==> config.mk <==
export PLATFORM = sky130hd
export DESIGN_NAME = ascii_decimal_integer_parser_core_flat
export DESIGN_NICKNAME = d
export VERILOG_FILES = /design/src/rtl/adp_pkg.sv /design/src/rtl/adp_req_if.sv /design/src/rtl/adp_rsp_if.sv /design/src/rtl/adp_field_step.sv /design/src/rtl/ascii_decimal_integer_parser_core.sv /design/src/flat_wrapper.sv
export SDC_FILE = /design/constraint.sdc
export NUM_CORES = 1
export LEC_CHECK = 0
export BUFFER_PORTS_ARGS = -buffer_cell sky130_fd_sc_hd__clkbuf_2
export CAP_MARGIN = 20
export CORE_ASPECT_RATIO = 1.1
export CORE_UTILIZATION = 45
export DETAILED_ROUTE_END_ITERATION = 16
export SLEW_MARGIN = 25
export SYNTH_ARGS = -nofsm -noshare
export SYNTH_HDL_FRONTEND = slang
export SYNTH_SLANG_ARGS = --single-unit
==> constraint.sdc <==
create_clock -name clock -period 12.2 [get_ports clock]
set_input_delay 1.22 -clock clock [delete_from_list [all_inputs] [get_ports clock]]
set_output_delay 1.22 -clock clock [all_outputs]
set_load 0.03 [all_outputs]
==> src/rtl/adp_pkg.sv <==
`default_nettype none

package adp_pkg;

   localparam int BYTE_W          = 8;
   localparam int VALUE_W         = 64;
   localparam int COUNT_W         = 7;
   localparam int MAX_FIELD_BYTES = 64;
   // room for value*10 + 9 on a full-width accumulator
   localparam int PROD_W          = VALUE_W + 4;

   typedef logic [2:0]         kind_type;
   typedef logic [BYTE_W-1:0]  byte_type;
   typedef logic [VALUE_W-1:0] value_type;
   typedef logic [COUNT_W-1:0] count_type;

   localparam kind_type KIND_INT8   = 3'd0;
   localparam kind_type KIND_INT16  = 3'd1;
   localparam kind_type KIND_INT32  = 3'd2;
   localparam kind_type KIND_INT64  = 3'd3;
   localparam kind_type KIND_UINT8  = 3'd4;
   localparam kind_type KIND_UINT16 = 3'd5;
   localparam kind_type KIND_UINT32 = 3'd6;
   localparam kind_type KIND_UINT64 = 3'd7;

   localparam byte_type CHAR_NUL   = 8'h00;
   localparam byte_type CHAR_MINUS = 8'h2D;
   localparam byte_type CHAR_ZERO  = 8'h30;
   localparam byte_type CHAR_NINE  = 8'h39;

   typedef enum logic [1:0] {
      STATUS_OK    = 2'd0,
      STATUS_NULL  = 2'd1,
      STATUS_ERROR = 2'd2
   } status_type;

   typedef struct packed {
      value_type acc;
      logic      minus_seen;
      count_type byte_count;
      logic      overflowed;
      logic      field_open;
   } field_state_type;

   typedef struct packed {
      value_type  parsed_value;
      count_type  consumed_count;
      status_type parse_status;
   } result_type;

   function automatic logic kind_is_signed(kind_type kind);
      return kind < KIND_UINT8;
   endfunction

   // largest positive magnitude the kind can hold
   function automatic value_type kind_pos_max(kind_type kind);
      value_type max_val;
      case (kind)
         KIND_INT8:   max_val = 64'h0000_0000_0000_007F;
         KIND_INT16:  max_val = 64'h0000_0000_0000_7FFF;
         KIND_INT32:  max_val = 64'h0000_0000_7FFF_FFFF;
         KIND_INT64:  max_val = 64'h7FFF_FFFF_FFFF_FFFF;
         KIND_UINT8:  max_val = 64'h0000_0000_0000_00FF;
         KIND_UINT16: max_val = 64'h0000_0000_0000_FFFF;
         KIND_UINT32: max_val = 64'h0000_0000_FFFF_FFFF;
         KIND_UINT64: max_val = 64'hFFFF_FFFF_FFFF_FFFF;
         default:     max_val = '0;
      endcase
      return max_val;
   endfunction

endpackage

`default_nettype wire

==> src/rtl/adp_req_if.sv <==
`default_nettype none

interface adp_req_if;
   import adp_pkg::*;

   logic     valid;
   logic     ready;
   byte_type text_byte;
   logic     last_byte;

   modport source (output valid, output text_byte, output last_byte, input ready);
   modport sink   (input valid, input text_byte, input last_byte, output ready);
endinterface

`default_nettype wire

==> src/rtl/adp_rsp_if.sv <==
`default_nettype none

interface adp_rsp_if;
   import adp_pkg::*;

   logic       valid;
   logic       ready;
   value_type  parsed_value;
   count_type  consumed_count;
   logic [1:0] parse_status;

   modport source (output valid, output parsed_value, output consumed_count,
                   output parse_status, input ready);
   modport sink   (input valid, input parsed_value, input consumed_count,
                   input parse_status, output ready);
endinterface

`default_nettype wire

==> src/rtl/adp_field_step.sv <==
`default_nettype none

module adp_field_step (
   input  wire  adp_pkg::kind_type        kind,
   input  wire  adp_pkg::field_state_type cur,
   input  wire  adp_pkg::byte_type        text_byte,
   input  wire                            last_byte,
   output adp_pkg::field_state_type       nxt,
   output logic                           emit,
   output adp_pkg::result_type            result
);
   import adp_pkg::*;

   logic            is_signed;
   logic            is_digit;
   logic            is_null;
   logic            is_minus;
   byte_type        char_off;
   logic [3:0]      digit;
   logic            at_max;
   count_type       cnt_c;
   logic            ovf_c;
   logic [PROD_W-1:0] prod;
   logic [PROD_W-1:0] limit;
   field_state_type upd;
   field_state_type fin;
   logic            finish;
   logic            has_digits;
   value_type       pos_max;
   logic            mag_over;
   logic            neg_edge;
   logic            bad;

   always_comb begin
      is_signed = kind_is_signed(kind);
      is_digit  = text_byte inside {[CHAR_ZERO:CHAR_NINE]};
      is_null   = !cur.field_open && (text_byte == CHAR_NUL);
      is_minus  = !cur.field_open && (text_byte == CHAR_MINUS) && is_signed;
      char_off  = text_byte - CHAR_ZERO;
      digit     = char_off[3:0];

      // sign or digit byte counted, sticky error past the field limit
      at_max = cur.byte_count >= COUNT_W'(MAX_FIELD_BYTES);
      cnt_c  = at_max ? cur.byte_count : cur.byte_count + COUNT_W'(1);
      ovf_c  = cur.overflowed | at_max;

      // value*10 + digit, compared against the signed or unsigned magnitude limit
      prod  = {1'b0, cur.acc, 3'b000} + {3'b000, cur.acc, 1'b0} + PROD_W'(digit);
      limit = is_signed ? {4'b0000, 1'b1, {(VALUE_W-1){1'b0}}}
                        : {4'b0000, {VALUE_W{1'b1}}};

      upd            = cur;
      upd.field_open = 1'b1;
      upd.byte_count = cnt_c;
      upd.overflowed = ovf_c;
      if (is_minus) begin
         upd.minus_seen = 1'b1;
      end else if (!ovf_c) begin
         if (prod > limit) begin
            upd.overflowed = 1'b1;
         end else begin
            upd.acc = prod[VALUE_W-1:0];
         end
      end

      // a non-digit closes the field with the state as it stands
      fin    = (is_minus || is_digit) ? upd : cur;
      finish = !is_null && (!(is_minus || is_digit) || last_byte);

      has_digits = fin.byte_count > COUNT_W'(fin.minus_seen);
      pos_max    = kind_pos_max(kind);
      mag_over   = fin.acc > pos_max;
      neg_edge   = fin.acc == pos_max + VALUE_W'(1);
      bad = fin.overflowed || !has_digits || (fin.minus_seen && !is_signed)
            || (mag_over && !(fin.minus_seen && neg_edge));

      emit   = is_null || finish;
      result = '{parsed_value: '0, consumed_count: '0, parse_status: STATUS_ERROR};
      if (is_null) begin
         result.parse_status = STATUS_NULL;
      end else if (!bad) begin
         result.parsed_value   = fin.minus_seen ? value_type'(0) - fin.acc : fin.acc;
         result.consumed_count = fin.byte_count;
         result.parse_status   = STATUS_OK;
      end

      if (is_null) begin
         nxt = cur;
      end else if (finish) begin
         nxt = '0;
      end else begin
         nxt = upd;
      end
   end

endmodule

`default_nettype wire

==> src/rtl/ascii_decimal_integer_parser_core.sv <==
`default_nettype none

// Parses one decimal integer field from a stream of text bytes, one byte per
// transaction on req_ch. A field is an optional leading minus (signed kinds only)
// followed by digits; it closes at the first non-digit byte, which is swallowed
// as the delimiter, or at a byte flagged last_byte. A zero byte where a field
// would start yields a null result. Each field gives one transaction on rsp_ch
// with the value (sign-extended for signed kinds), the count of sign and digit
// bytes, and a status; errors return zero value and count. csr_wr_data selects
// the kind (int8..int64, uint8..uint64, reset int64); the user must write it
// only while the block is idle, and the block itself does not enforce this. It
// takes one byte every cycle unless rsp_ch back-pressure holds the result
// register; a closing byte goes through the input register, the combinational
// multiply-by-ten, add and range compare, and the result register to rsp_ch.
module ascii_decimal_integer_parser_core (
   input  wire                    clock,
   input  wire                    reset,
   adp_req_if.sink                req_ch,
   adp_rsp_if.source              rsp_ch,
   input  wire                    csr_wr_en,
   input  wire adp_pkg::kind_type csr_wr_data
);
   import adp_pkg::*;

   kind_type        kind_ff;
   logic            in_valid_ff;
   logic            in_valid_in;
   byte_type        in_byte_ff;
   logic            in_last_ff;
   field_state_type field_ff;
   field_state_type field_in;
   logic            rsp_valid_ff;
   logic            rsp_valid_in;
   result_type      rsp_data_ff;
   logic            accept;
   logic            advance;
   logic            emit;
   result_type      result;

   adp_field_step u_step (
      .kind      (kind_ff),
      .cur       (field_ff),
      .text_byte (in_byte_ff),
      .last_byte (in_last_ff),
      .nxt       (field_in),
      .emit      (emit),
      .result    (result)
   );

   // held byte moves on once the result register can take whatever it makes
   assign advance      = in_valid_ff && (!rsp_valid_ff || rsp_ch.ready);
   assign req_ch.ready = !in_valid_ff || advance;
   assign accept       = req_ch.valid && req_ch.ready;

   always_comb begin
      in_valid_in = in_valid_ff;
      if (accept) begin
         in_valid_in = 1'b1;
      end else if (advance) begin
         in_valid_in = 1'b0;
      end

      rsp_valid_in = rsp_valid_ff;
      if (advance) begin
         rsp_valid_in = emit;
      end else if (rsp_ch.ready) begin
         rsp_valid_in = 1'b0;
      end
   end

   always_ff @(posedge clock) begin
      if (reset) begin
         kind_ff      <= KIND_INT64;
         in_valid_ff  <= 1'b0;
         rsp_valid_ff <= 1'b0;
         field_ff     <= '0;
      end else begin
         if (csr_wr_en) begin
            kind_ff <= csr_wr_data;
         end
         in_valid_ff  <= in_valid_in;
         rsp_valid_ff <= rsp_valid_in;
         if (advance) begin
            field_ff <= field_in;
         end
      end
   end

   always_ff @(posedge clock) begin
      if (accept) begin
         in_byte_ff <= req_ch.text_byte;
         in_last_ff <= req_ch.last_byte;
      end
      if (advance && emit) begin
         rsp_data_ff <= result;
      end
   end

   assign rsp_ch.valid          = rsp_valid_ff;
   assign rsp_ch.parsed_value   = rsp_data_ff.parsed_value;
   assign rsp_ch.consumed_count = rsp_data_ff.consumed_count;
   assign rsp_ch.parse_status   = rsp_data_ff.parse_status;

endmodule

`default_nettype wire

==> src/flat_wrapper.sv <==
// flat-port wrapper written by rule: the top's interface ports become plain ports
module ascii_decimal_integer_parser_core_flat import adp_pkg::*;
  (clock, reset, csr_wr_en, csr_wr_data, req_ch_valid, req_ch_text_byte, req_ch_last_byte, req_ch_ready, rsp_ch_valid, rsp_ch_parsed_value, rsp_ch_consumed_count, rsp_ch_parse_status, rsp_ch_ready);
  adp_req_if req_ch_i ();
  adp_rsp_if rsp_ch_i ();
  input  wire clock;
  input  wire reset;
  input  wire csr_wr_en;
  input  wire adp_pkg::kind_type csr_wr_data;
  input wire logic [$bits(req_ch_i.valid)-1:0] req_ch_valid;
  input wire logic [$bits(req_ch_i.text_byte)-1:0] req_ch_text_byte;
  input wire logic [$bits(req_ch_i.last_byte)-1:0] req_ch_last_byte;
  output wire logic [$bits(req_ch_i.ready)-1:0] req_ch_ready;
  output wire logic [$bits(rsp_ch_i.valid)-1:0] rsp_ch_valid;
  output wire logic [$bits(rsp_ch_i.parsed_value)-1:0] rsp_ch_parsed_value;
  output wire logic [$bits(rsp_ch_i.consumed_count)-1:0] rsp_ch_consumed_count;
  output wire logic [$bits(rsp_ch_i.parse_status)-1:0] rsp_ch_parse_status;
  input wire logic [$bits(rsp_ch_i.ready)-1:0] rsp_ch_ready;
  assign req_ch_i.valid = req_ch_valid;
  assign req_ch_i.text_byte = req_ch_text_byte;
  assign req_ch_i.last_byte = req_ch_last_byte;
  assign req_ch_ready = req_ch_i.ready;
  assign rsp_ch_valid = rsp_ch_i.valid;
  assign rsp_ch_parsed_value = rsp_ch_i.parsed_value;
  assign rsp_ch_consumed_count = rsp_ch_i.consumed_count;
  assign rsp_ch_parse_status = rsp_ch_i.parse_status;
  assign rsp_ch_i.ready = rsp_ch_ready;
  ascii_decimal_integer_parser_core u_core (.clock(clock), .reset(reset), .req_ch(req_ch_i), .rsp_ch(rsp_ch_i), .csr_wr_en(csr_wr_en), .csr_wr_data(csr_wr_data));
endmodule
==> summary.md, run 1 <==
| Metric | Value |
|---|---|
| Vias | 18,350 |
| Die X | 195.0 um |
| Ys flop type | dfxtp_1 |
| H-tree Lvls | 4 |
| Tightest Hold Check Type | reg2reg |
| Vias per Instance | 6.378 |
| Worst Tran Pin Value | 0.9929 ns |
| CP max stage cell | a21oi_1 |
| Drt pass-1 iters | 7 |
| Mapped Cells | 2,317 |
| Cell row count | 77 |
| Status | completed |
| Critical register-to-register path startpoint | u_core.in_byte_ff[3] |
| Flop-to-flop setup slack | 1.50 ns |
| Synthesized area | 18,440 sq um |
| IO Pins | 92 |
| Die area | 41,780 sq um |
| Clk_skew | 0.01115 ns |
| CTS Buf Count | 17 |
| Avg WL per Cell | 22.79 um |
| CTS sink cnt | 168 |
| Starting DRT DRC Count | 1,692 |
| Initial antenna violation count | 0 |
| Synth top area share | 0.1724 |
| #FFs+latches synth | 168 |
| Most frequent CP cell | a21oi_1 |
| P_leak | 0.008668 uW |
| Max stage delay on crit path | 0.88 ns |
| Synthesis warning total | 0 |
| CP Class | reg2reg |
| Core area | 40,270 sq um |
| Top-count cell post-synth | nand2_1 |
| CP arrival | 10.90 ns |
| N_diodes | 0 |
| Setup crit end kind | flop |
| Largest net degree at the start of global routing | 80 |
| Hold Vio Cnt, Final | 0 |
| IO Port Bufs | 91 |
| Fin. max-slew vios | 0 |
| First-pass GRT wire length | 101.8 mm |
| Maximum VDD drop | 0.00009377 V |
| Worst setup startpoint | u_core.in_byte_ff[3] |
| RSZ-0062 raised after global routing | no |
| Nets | 2,624 |
| Synth top area cells | ha_1 17%, edfxtp_1 13%, dfxtp_1 9.3%, nand2_1 5.3%, a21oi_1 5.2% |
| Bufs on Longest Clock Path | 2 |
| Post-synth EDFFs | 82 |
| Hold slack | 0.5676 ns |
| Final Cycle Share | 0.8772 |
| Overall power | 1358 uW |
| Final setup TNS | 0 ns |
| Fin crit period | 10.70 ns |
| Top cells by count, synth | 259 x nand2_1, 254 x ha_1, 234 x nor2_1, 191 x a21oi_1, 110 x o21ai_0 |
| Mapped Nets | 2,590 |
| Final Setup Violations | 0 |
| PD cells | 68.02 nW/um^2 |
| Vias in the first global route | 17,350 |
| Slew HR | 0.3336 |
| Worst r2r path cells | 31 |
| Starting Density | 0.4578 |
| GP Congestion | 0.9969 |
| GRT Util Overall | 0.3121 |
| Syn_area_per_cell | 7.956 sq um |
| Hold-fix buffers at CTS | 0 |
| # DRC | 0 |
| Area Growth Syn to Fin | 8.273% |
| F_max | 93.44 MHz |
| Core Util, Final | 0.4957 |
| Synth async-reset ratio | 0 |
| Post-DP Area | 19,350 sq um |
| CP Capture Point | u_core.rsp_ch.parsed_value[60] |
| Max-Cap Viols | 0 |
| Clock transition at the registers of the reported paths | 0.08 ns |
| Final design area excluding fillers | 19,960 sq um |
| Skew-Pair Late Insertion Delay | 0.47 ns |
| Total Wirelength | 65.57 mm |
| CTS tree | yes |
| CP Data Required Time | 12.40 ns |
| Post-synth cell types | 80 |
| Antenna-violating nets left | 0 |
| DP HPWL | 51.56 mm |
| CP max FO | 68 |
| CTS root buffer | clkbuf_16 |
| Seq/Total Area, Yosys | 0.2270 |
| Total global routing overflow | 0 |
| Critical Path Start Type | flop |
| Area leader, netlist | ha_1 |
| Post-CTS sizing | 0 |
| Reg-to-Reg End | u_core.rsp_ch.parsed_value[60] |
| Proportion of layout cells with a drive suffix above 1 | 0.1176 |
| Setup bufs post-CTS | 0 |
| DIE HEIGHT | 214.3 um |
[worst min-delay path by stage]
stage	from	end	slack (ns)	cells after the start
global placement	u_core.in_valid_ff	u_core.in_valid_ff	0.52	2
CTS	u_core.in_valid_ff	u_core.in_valid_ff	0.57	2
floorplan	u_core.field_ff[0]	u_core.field_ff[0]	0.46	2
global route	u_core.in_valid_ff	u_core.in_valid_ff	0.61	2
finish	u_core.in_valid_ff	u_core.in_valid_ff	0.57	2
detailed placement	u_core.field_ff[9]	u_core.field_ff[9]	0.55	2
[flip-flops by register name (all words and copies together) (netlist names)]
signal                        count
u_core.field_ff                  74
u_core.rsp_ch.parsed_value       64
u_core.in_byte_ff                 8
u_core.rsp_ch.consumed_count      7
u_core.u_step.pos_max             7
u_core.kind_ff                    3
u_core.rsp_ch.parse_status        2
u_core.in_last_ff                 1
u_core.in_valid_ff                1
u_core.rsp_ch.valid               1
[where the power goes]
part           internal, uW  total [uW]  leakage (uW)  switching, uW
combinational          49.5         172       0.00691            122
sequential              605         612       0.00147           7.90
clock                   293         574      0.000289            280
total                   947        1360       0.00867            410
[critical path, delay by kind of cell, from the launching register on]
kind	cells	cell delay (ns)
compound gates	11	3.50
xor+xnor	2	0.94
fa+ha+maj	4	1.83
buf+inv	1	0.08
flops	1	0.50
mux	1	0.18
simple gates	12	3.40
[kinds of logic (layout without fill, tap and decap cells)]
group | after synthesis | after routing | share of synthesized area
AOI/OAI and AO/OA | 586 | 586 | 0.2016
and+or+nand+nor | 959 | 959 | 0.2689
muxes | 43 | 43 | 0.02423
DFF | 168 | 168 | 0.2270
adders and majority gates | 256 | 256 | 0.1746
xor gates and xnor gates | 134 | 134 | 0.06366
buffers and inverters | 171 | 218 | 0.04011
[per-stage QoR]
stage / setup WS (ns) / cells
6_report: 1.498 / 2877
5_1_grt: 0.9427 / 2877
4_1_cts: 1.701 / 2877
3_5_place_dp: 1.759 / 2845
3_3_place_gp: 1.692 / 2845
2_1_floorplan: 3.661 / 2317
[area by class of cell]
| class | instances | area (sq um) |
|---|---|---|
| Clock buffer | 17 | 425.4 |
| Clock inverter | 15 | 177.7 |
| Fill cell | 3980 | 20310 |
| Inverter | 56 | 210.2 |
| Multi-Input combinational cell | 1978 | 13560 |
| Sequential cell | 168 | 4184 |
| Tap cell | 513 | 641.9 |
| Timing Repair Buffer | 130 | 764.5 |
[layer usage]
metal	routed length, um	track usage	vias up
met2	28460	0.4775	758
li1	-	-	8700
met5	0	0	-
met3	4476	0.04058	103
met4	2099	0.1215	0
met1	30530	0.4431	8789
[cell usage in the layout, fill, tap and decap left out, drive strengths merged, types with 15 or more instances in the layout]
| master | n |
|---|---|
| nand2 | 259 |
| ha | 254 |
| nor2 | 235 |
| a21oi | 191 |
| nor3 | 154 |
| o21ai | 123 |
| clkbuf | 107 |
| dfxtp | 86 |
| xnor2 | 85 |
| edfxtp | 82 |
| nand4 | 75 |
| a22oi | 72 |
| inv | 63 |
| nand3 | 57 |
| xor2 | 49 |
| a21o | 42 |
| buf | 40 |
| nor4 | 34 |
| mux2i | 30 |
| or3 | 27 |
| and3 | 21 |
| nor2b | 20 |
| o31ai | 20 |
| a31oi | 19 |
| nand2b | 18 |
| a211oi | 18 |
| o21a | 15 |
(Power assumes the default switching activity.)
==> run 2, diff against run 1 <==
--- a/config.mk
+++ b/config.mk
@@ -9,7 +9,9 @@
 export CAP_MARGIN = 20
 export CORE_ASPECT_RATIO = 1.1
 export CORE_UTILIZATION = 45
+export CTS_BUF_LIST = sky130_fd_sc_hd__clkbuf_4
 export DETAILED_ROUTE_END_ITERATION = 16
+export REMOVE_ABC_BUFFERS = 1
 export SLEW_MARGIN = 25
 export SYNTH_ARGS = -nofsm -noshare
 export SYNTH_HDL_FRONTEND = slang
==> summary.md, run 2 (same netlist as run 1, synthesis figures left out) <==
| Metric | Value |
|---|---|
| Hold slack | 0.5342 ns |
| Vias per Instance | 6.395 |
| Final Cycle Share | 0.8580 |
| Most frequent CP cell | ha_1 |
| Biggest register | u_core.field_ff |
| CTS sink cnt | 168 |
| Area Growth Syn to Fin | 6.652% |
| Critical Path Start Type | flop |
| CP Buf/Inv Count | 3 |
| H-tree Lvls | 4 |
| Bufs on Longest Clock Path | 2 |
| CTS Buf Count | 17 |
| PD cells | 57.23 nW/um^2 |
| Tightest Hold Check Type | reg2reg |
| Crit path max-delay family | simple AND/OR/NAND/NOR gates |
| Worst Tran Pin Value | 1.080 ns |
| Clk_skew | 0.02915 ns |
| Proportion of layout cells with a drive suffix above 1 | 0.1195 |
| RSZ-0062 raised after global routing | no |
| Most common cell after layout, fill and taps aside | nand2_1 |
| CTS root buffer | clkbuf_4 |
| F_max | 95.54 MHz |
| Total Wirelength | 66.34 mm |
| CP max stage cell | nor4b_1 |
| Fin crit period | 10.47 ns |
| Setup bufs post-CTS | 0 |
| Max-Cap Viols | 0 |
| Maximum VDD drop | 0.00004942 V |
| Register area | 4184 sq um |
| CP max FO | 66 |
| Drt pass-1 iters | 6 |
| Layout fillers | 4,065 |
| Largest net degree at the start of global routing | 74 |
| Core area | 40,270 sq um |
| CP arrival | 10.88 ns |
| Initial antenna violation count | 2 |
| Slew HR | 0.2751 |
| Hold Vio Cnt, Final | 0 |
| Vias in the first global route | 17,347 |
| First-pass GRT wire length | 102.1 mm |
| CP Class | reg2reg |
| DIE HEIGHT | 214.3 um |
| Nets | 2,629 |
| CP Data Required Time | 12.61 ns |
| Avg WL per Cell | 23.00 um |
| Hold-fix buffers at CTS | 0 |
| Post-CTS sizing | 0 |
| Fin. max-slew vios | 0 |
| Setup crit end kind | flop |
| Total global routing overflow | 0 |
| Final setup TNS | 0 ns |
| Final Setup Violations | 0 |
| GP Congestion | 1.046 |
| Die X | 195.0 um |
| CTS tree | yes |
| Starting DRT DRC Count | 1,738 |
| Starting Density | 0.4578 |
| IO Pins | 92 |
| # DRC | 0 |
| Multi-input combinational cell area | 13,570 sq um |
| Cell row count | 77 |
| Status | completed |
| Clock transition at the registers of the reported paths | 0.15 ns |
| Skew-Pair Late Insertion Delay | 0.70 ns |
| GRT Util Overall | 0.3141 |
| Most frequent cells in the layout | 258 x nand2_1, 254 x ha_1, 231 x nor2_1, 191 x a21oi_1, 110 x o21ai_0 |
| IO Port Bufs | 91 |
| DP HPWL | 52.11 mm |
| Flip-flop count of the largest register after layout | 74 |
| Die area | 41,780 sq um |
| P_leak | 0.008527 uW |
| Vias | 18,443 |
| Antenna-violating nets left | 0 |
| Max stage delay on crit path | 0.88 ns |
-- run 2: cell count changes in the layout (fill, tap and decap cells not counted), moves of 2 or more --
cell,delta
buf_4,+5
clkbuf_16,-17
clkbuf_4,+19
clkinv_1,+2
clkinv_8,-2
diode_2,+2
inv_8,-3
-- run 2: report_power, final --
part           total (uW)  switching [uW]  internal [uW]  leakage (uW)
clock network         341             233            108      0.000135
logic                 173             123           49.2       0.00693
registers             612            6.99            605       0.00147
total                1130             363            762       0.00853
-- run 2: per-layer routing --
layer,up-vias,wire [um],GRT usage
met5,-,0,0
met2,773,29130,0.4870
li1,8724,-,-
met3,118,4757,0.03429
met1,8828,30440,0.4485
met4,0,2009,0.1113
-- run 2: layout make-up --
type                            instances  area share
Tap cell                              513     0.03265
Inverter                               56     0.01069
Antenna cell                            2   0.0002545
Clock inverter                         13    0.006236
Clock buffer                           19    0.007255
Timing Repair Buffer                  135     0.04003
Multi-Input combinational cell       1978      0.6901
Sequential cell                       168      0.2128
-- run 2: final timing paths --
| check | startpoint | endpoint | slack [ns] | cells after the start |
|---|---|---|---|---|
| setup / recovery | u_core.field_ff[21] | u_core.rsp_ch.parse_status[1] | 1.73 | 29 |
| hold / removal | u_core.field_ff[0] | u_core.field_ff[0] | 0.53 | 2 |
| setup reg to reg | u_core.field_ff[21] | u_core.rsp_ch.parse_status[1] | 1.73 | 29 |
| hold reg to reg | u_core.field_ff[0] | u_core.field_ff[0] | 0.53 | 2 |
-- run 2: stage by stage --
stage | area, sq um | std cells | worst slack (ns) | utilization | total power (uW)
after CTS | 19640 | 2882 | 1.631 | 0.4877 | 1133
final | 19660 | 2884 | 1.733 | 0.4882 | 1125
after global placement | 19370 | 2849 | 1.798 | 0.4810 | 792.8
after detailed placement | 19380 | 2850 | 1.676 | 0.4811 | 794.6
after global routing | 19660 | 2883 | 1.253 | 0.4882 | 1167
after floorplan | 17910 | 2202 | 1.943 | - | 735.5
-- run 2: tightest hold or removal path, stage by stage, from the launching register on --
cell	delay (ns)
dfxtp_1	0.37
a21oi_1	0.07
nor2_1	0.08
==> run 3, diff against run 2 <==
--- a/config.mk
+++ b/config.mk
@@ -5,6 +5,7 @@
 export SDC_FILE = /design/constraint.sdc
 export NUM_CORES = 1
 export LEC_CHECK = 0
+export ABC_AREA = 1
 export BUFFER_PORTS_ARGS = -buffer_cell sky130_fd_sc_hd__clkbuf_2
 export CAP_MARGIN = 20
 export CORE_ASPECT_RATIO = 1.1
==> summary.md, run 3 <==
| Metric | Value |
|---|---|
| Post-synth EDFFs | 82 |
| Most common cell after layout, fill and taps aside | nand2_1 |
| Flip-flop count of the largest register after layout | 74 |
| Clock transition at the registers of the reported paths | 0.16 ns |
| GP Congestion | 0.9626 |
| Pre-CTS setup slack | 2.765 ns |
| Largest net degree at the start of global routing | 78 |
| IO Pins | 92 |
| Fin. max-slew vios | 0 |
| Total global routing overflow | 0 |
| Area leader, netlist | nand2_1 |
| GRT Util Overall | 0.3058 |
| DP HPWL | 55.79 mm |
| Final setup TNS | 0 ns |
| Post-DP Area | 20,950 sq um |
| Max-Cap Viols | 0 |
| Mapped Cells | 3,214 |
| Critical register-to-register path startpoint | u_core.in_byte_ff[3] |
| Most frequent CP cell | nand2_1 |
| Final design area excluding fillers | 21,210 sq um |
| Hold Path Depth | 2 |
| Final WS setup | 2.729 ns |
| Critical Path Start Type | flop |
| Setup bufs post-CTS | 0 |
| Total Wirelength | 69.53 mm |
| CP max FO | 72 |
| P_leak | 0.01095 uW |
| CTS sink cnt | 168 |
| Core area | 43,640 sq um |
| Seq/Total Area, Yosys | 0.2087 |
| Cell row count | 80 |
| Tightest Hold Check Type | reg2reg |
| Hold-fix buffers at CTS | 0 |
| Bufs on Longest Clock Path | 2 |
| #FFs+latches synth | 168 |
| Top-count cell post-synth | nand2_1 |
| Ys flop type | dfxtp_1 |
| Drt pass-1 iters | 6 |
| Die X | 203.3 um |
| Starting DRT DRC Count | 1,722 |
| Avg WL per Cell | 18.12 um |
| Synth async-reset ratio | 0 |
| Synth top area cells | nand2_1 18%, ha_1 16%, edfxtp_1 12%, dfxtp_1 8.6%, nor2_1 7.4% |
| Area Growth Syn to Fin | 5.810% |
| Die area | 45,400 sq um |
| Slew HR | 0.2547 |
| IO Port Bufs | 91 |
| CTS root buffer | clkbuf_4 |
| Status | completed |
| Post-CTS sizing | 0 |
| Worst Tran Pin Value | 1.106 ns |
| Hold Vio Cnt, Final | 0 |
| Max stage delay on crit path | 0.66 ns |
| CP max stage cell | nand3_2 |
| Vias in the first global route | 19,889 |
| RSZ-0062 raised after global routing | no |
| Hold Path Origin | u_core.kind_ff[1] |
| Nets | 3,523 |
| Final Setup Violations | 0 |
| Setup crit end kind | flop |
| Final Cycle Share | 0.7763 |
| # DRC | 0 |
| Vias per Instance | 5.544 |
| Maximum VDD drop | 0.00005671 V |
| CTS tree | yes |
| Post-synth cell types | 56 |
| First-pass GRT wire length | 108.8 mm |
| CTS Buf Count | 17 |
| PD cells | 56.74 nW/um^2 |
| Worst r2r path cells | 43 |
| Worst setup startpoint | u_core.in_byte_ff[3] |
| Most frequent cells in the layout | 971 x nand2_1, 392 x nor2_1, 349 x inv_1, 254 x ha_1, 252 x nand3_1 |
| Initial antenna violation count | 1 |
| Synth top area share | 0.1820 |
| Fin crit period | 9.471 ns |
| F_max | 105.6 MHz |
| H-tree Lvls | 4 |
| Antenna-violating nets left | 0 |
| CP Class | reg2reg |
| Synthesized area | 20,050 sq um |
| Core Util, Final | 0.4861 |
| Clk_skew | 0.05138 ns |
| Proportion of layout cells with a drive suffix above 1 | 0.06773 |
| Syn_area_per_cell | 6.238 sq um |
| CP Data Required Time | 12.68 ns |
| Skew-Pair Late Insertion Delay | 0.66 ns |
| Biggest register | u_core.field_ff |
| Vias | 21,277 |
| CP arrival | 9.95 ns |
| Synthesis warning total | 0 |
| Top cells by count, synth | 972 x nand2_1, 393 x nor2_1, 351 x inv_1, 254 x ha_1, 252 x nand3_1 |
| Starting Density | 0.4594 |
| DIE HEIGHT | 223.4 um |
run 3: cell types whose count changed in the layout (fill, tap and decap cells not counted), sizes merged, moves of 33 or more:
cell   delta
nor2    +169
xnor2    -71
a21oi    +33
nor3    -133
inv     +315
nand2   +727
nand3   +199
a22oi    -71
run 3: logic make-up (layout without fill, tap and decap cells):
group / count (synthesis) / count (layout) / synth area share
adder cells (fa/ha/maj): 256 / 256 / 0.1605
multiplexers: 1 / 1 / 0.0004993
AND/OR/NAND/NOR: 1818 / 1818 / 0.3835
buffers and inverters: 461 / 510 / 0.09036
other: 0 / 1 / 0
XOR/XNOR: 93 / 93 / 0.04063
AO/OA/AOI/OAI: 417 / 417 / 0.1158
flip-flops: 168 / 168 / 0.2087
run 3: routing by layer:
metal,GRT usage,vias up,wire (um)
met3,0.02512,77,4036
met5,0,-,0
li1,-,10696,-
met1,0.4423,9797,33430
met2,0.4820,707,30420
met4,0.08659,0,1645
run 3: area by class of cell:
type                    instances  area (sq um)
inverters                     369          1385
clock inverters                15         137.6
clock buffers                  17         127.6
well taps                     574         718.2
multi-input cells            2585         14070
flip-flops and latches        168          4184
diodes                          1         2.502
fillers                      4690         22430
repair buffers                109         590.6
run 3: critical path, delay by kind of cell (launching register included):
| kind | cells | cell delay, ns |
|---|---|---|
| simple gates | 30 | 5.23 |
| fa+ha+maj | 4 | 1.47 |
| flops | 1 | 0.48 |
| compound gates | 2 | 0.55 |
| buf+inv | 7 | 1.54 |
run 3: worst paths after layout:
check                              endpoint  slack (ns)
max          u_core.rsp_ch.parsed_value[45]        2.73
min                       u_core.kind_ff[1]        0.49
max reg2reg  u_core.rsp_ch.parsed_value[45]        2.73
min reg2reg               u_core.kind_ff[1]        0.49
run 3: per-stage QoR:
stage	cells	power [uW]	hold WS, ns
global placement	3805	880.9	0.4354
floorplan	3122	802.7	0.4243
CTS	3837	1209	0.4818
finish	3838	1204	0.4856
detailed placement	3805	885.6	0.4512
global route	3838	1263	0.5130
run 3: where the power goes:
part           total, uW  internal (uW)  switching, uW
Clock                328           88.1            240
Sequential           613            606           6.60
Combinational        263           73.8            189
Total               1200            768            436
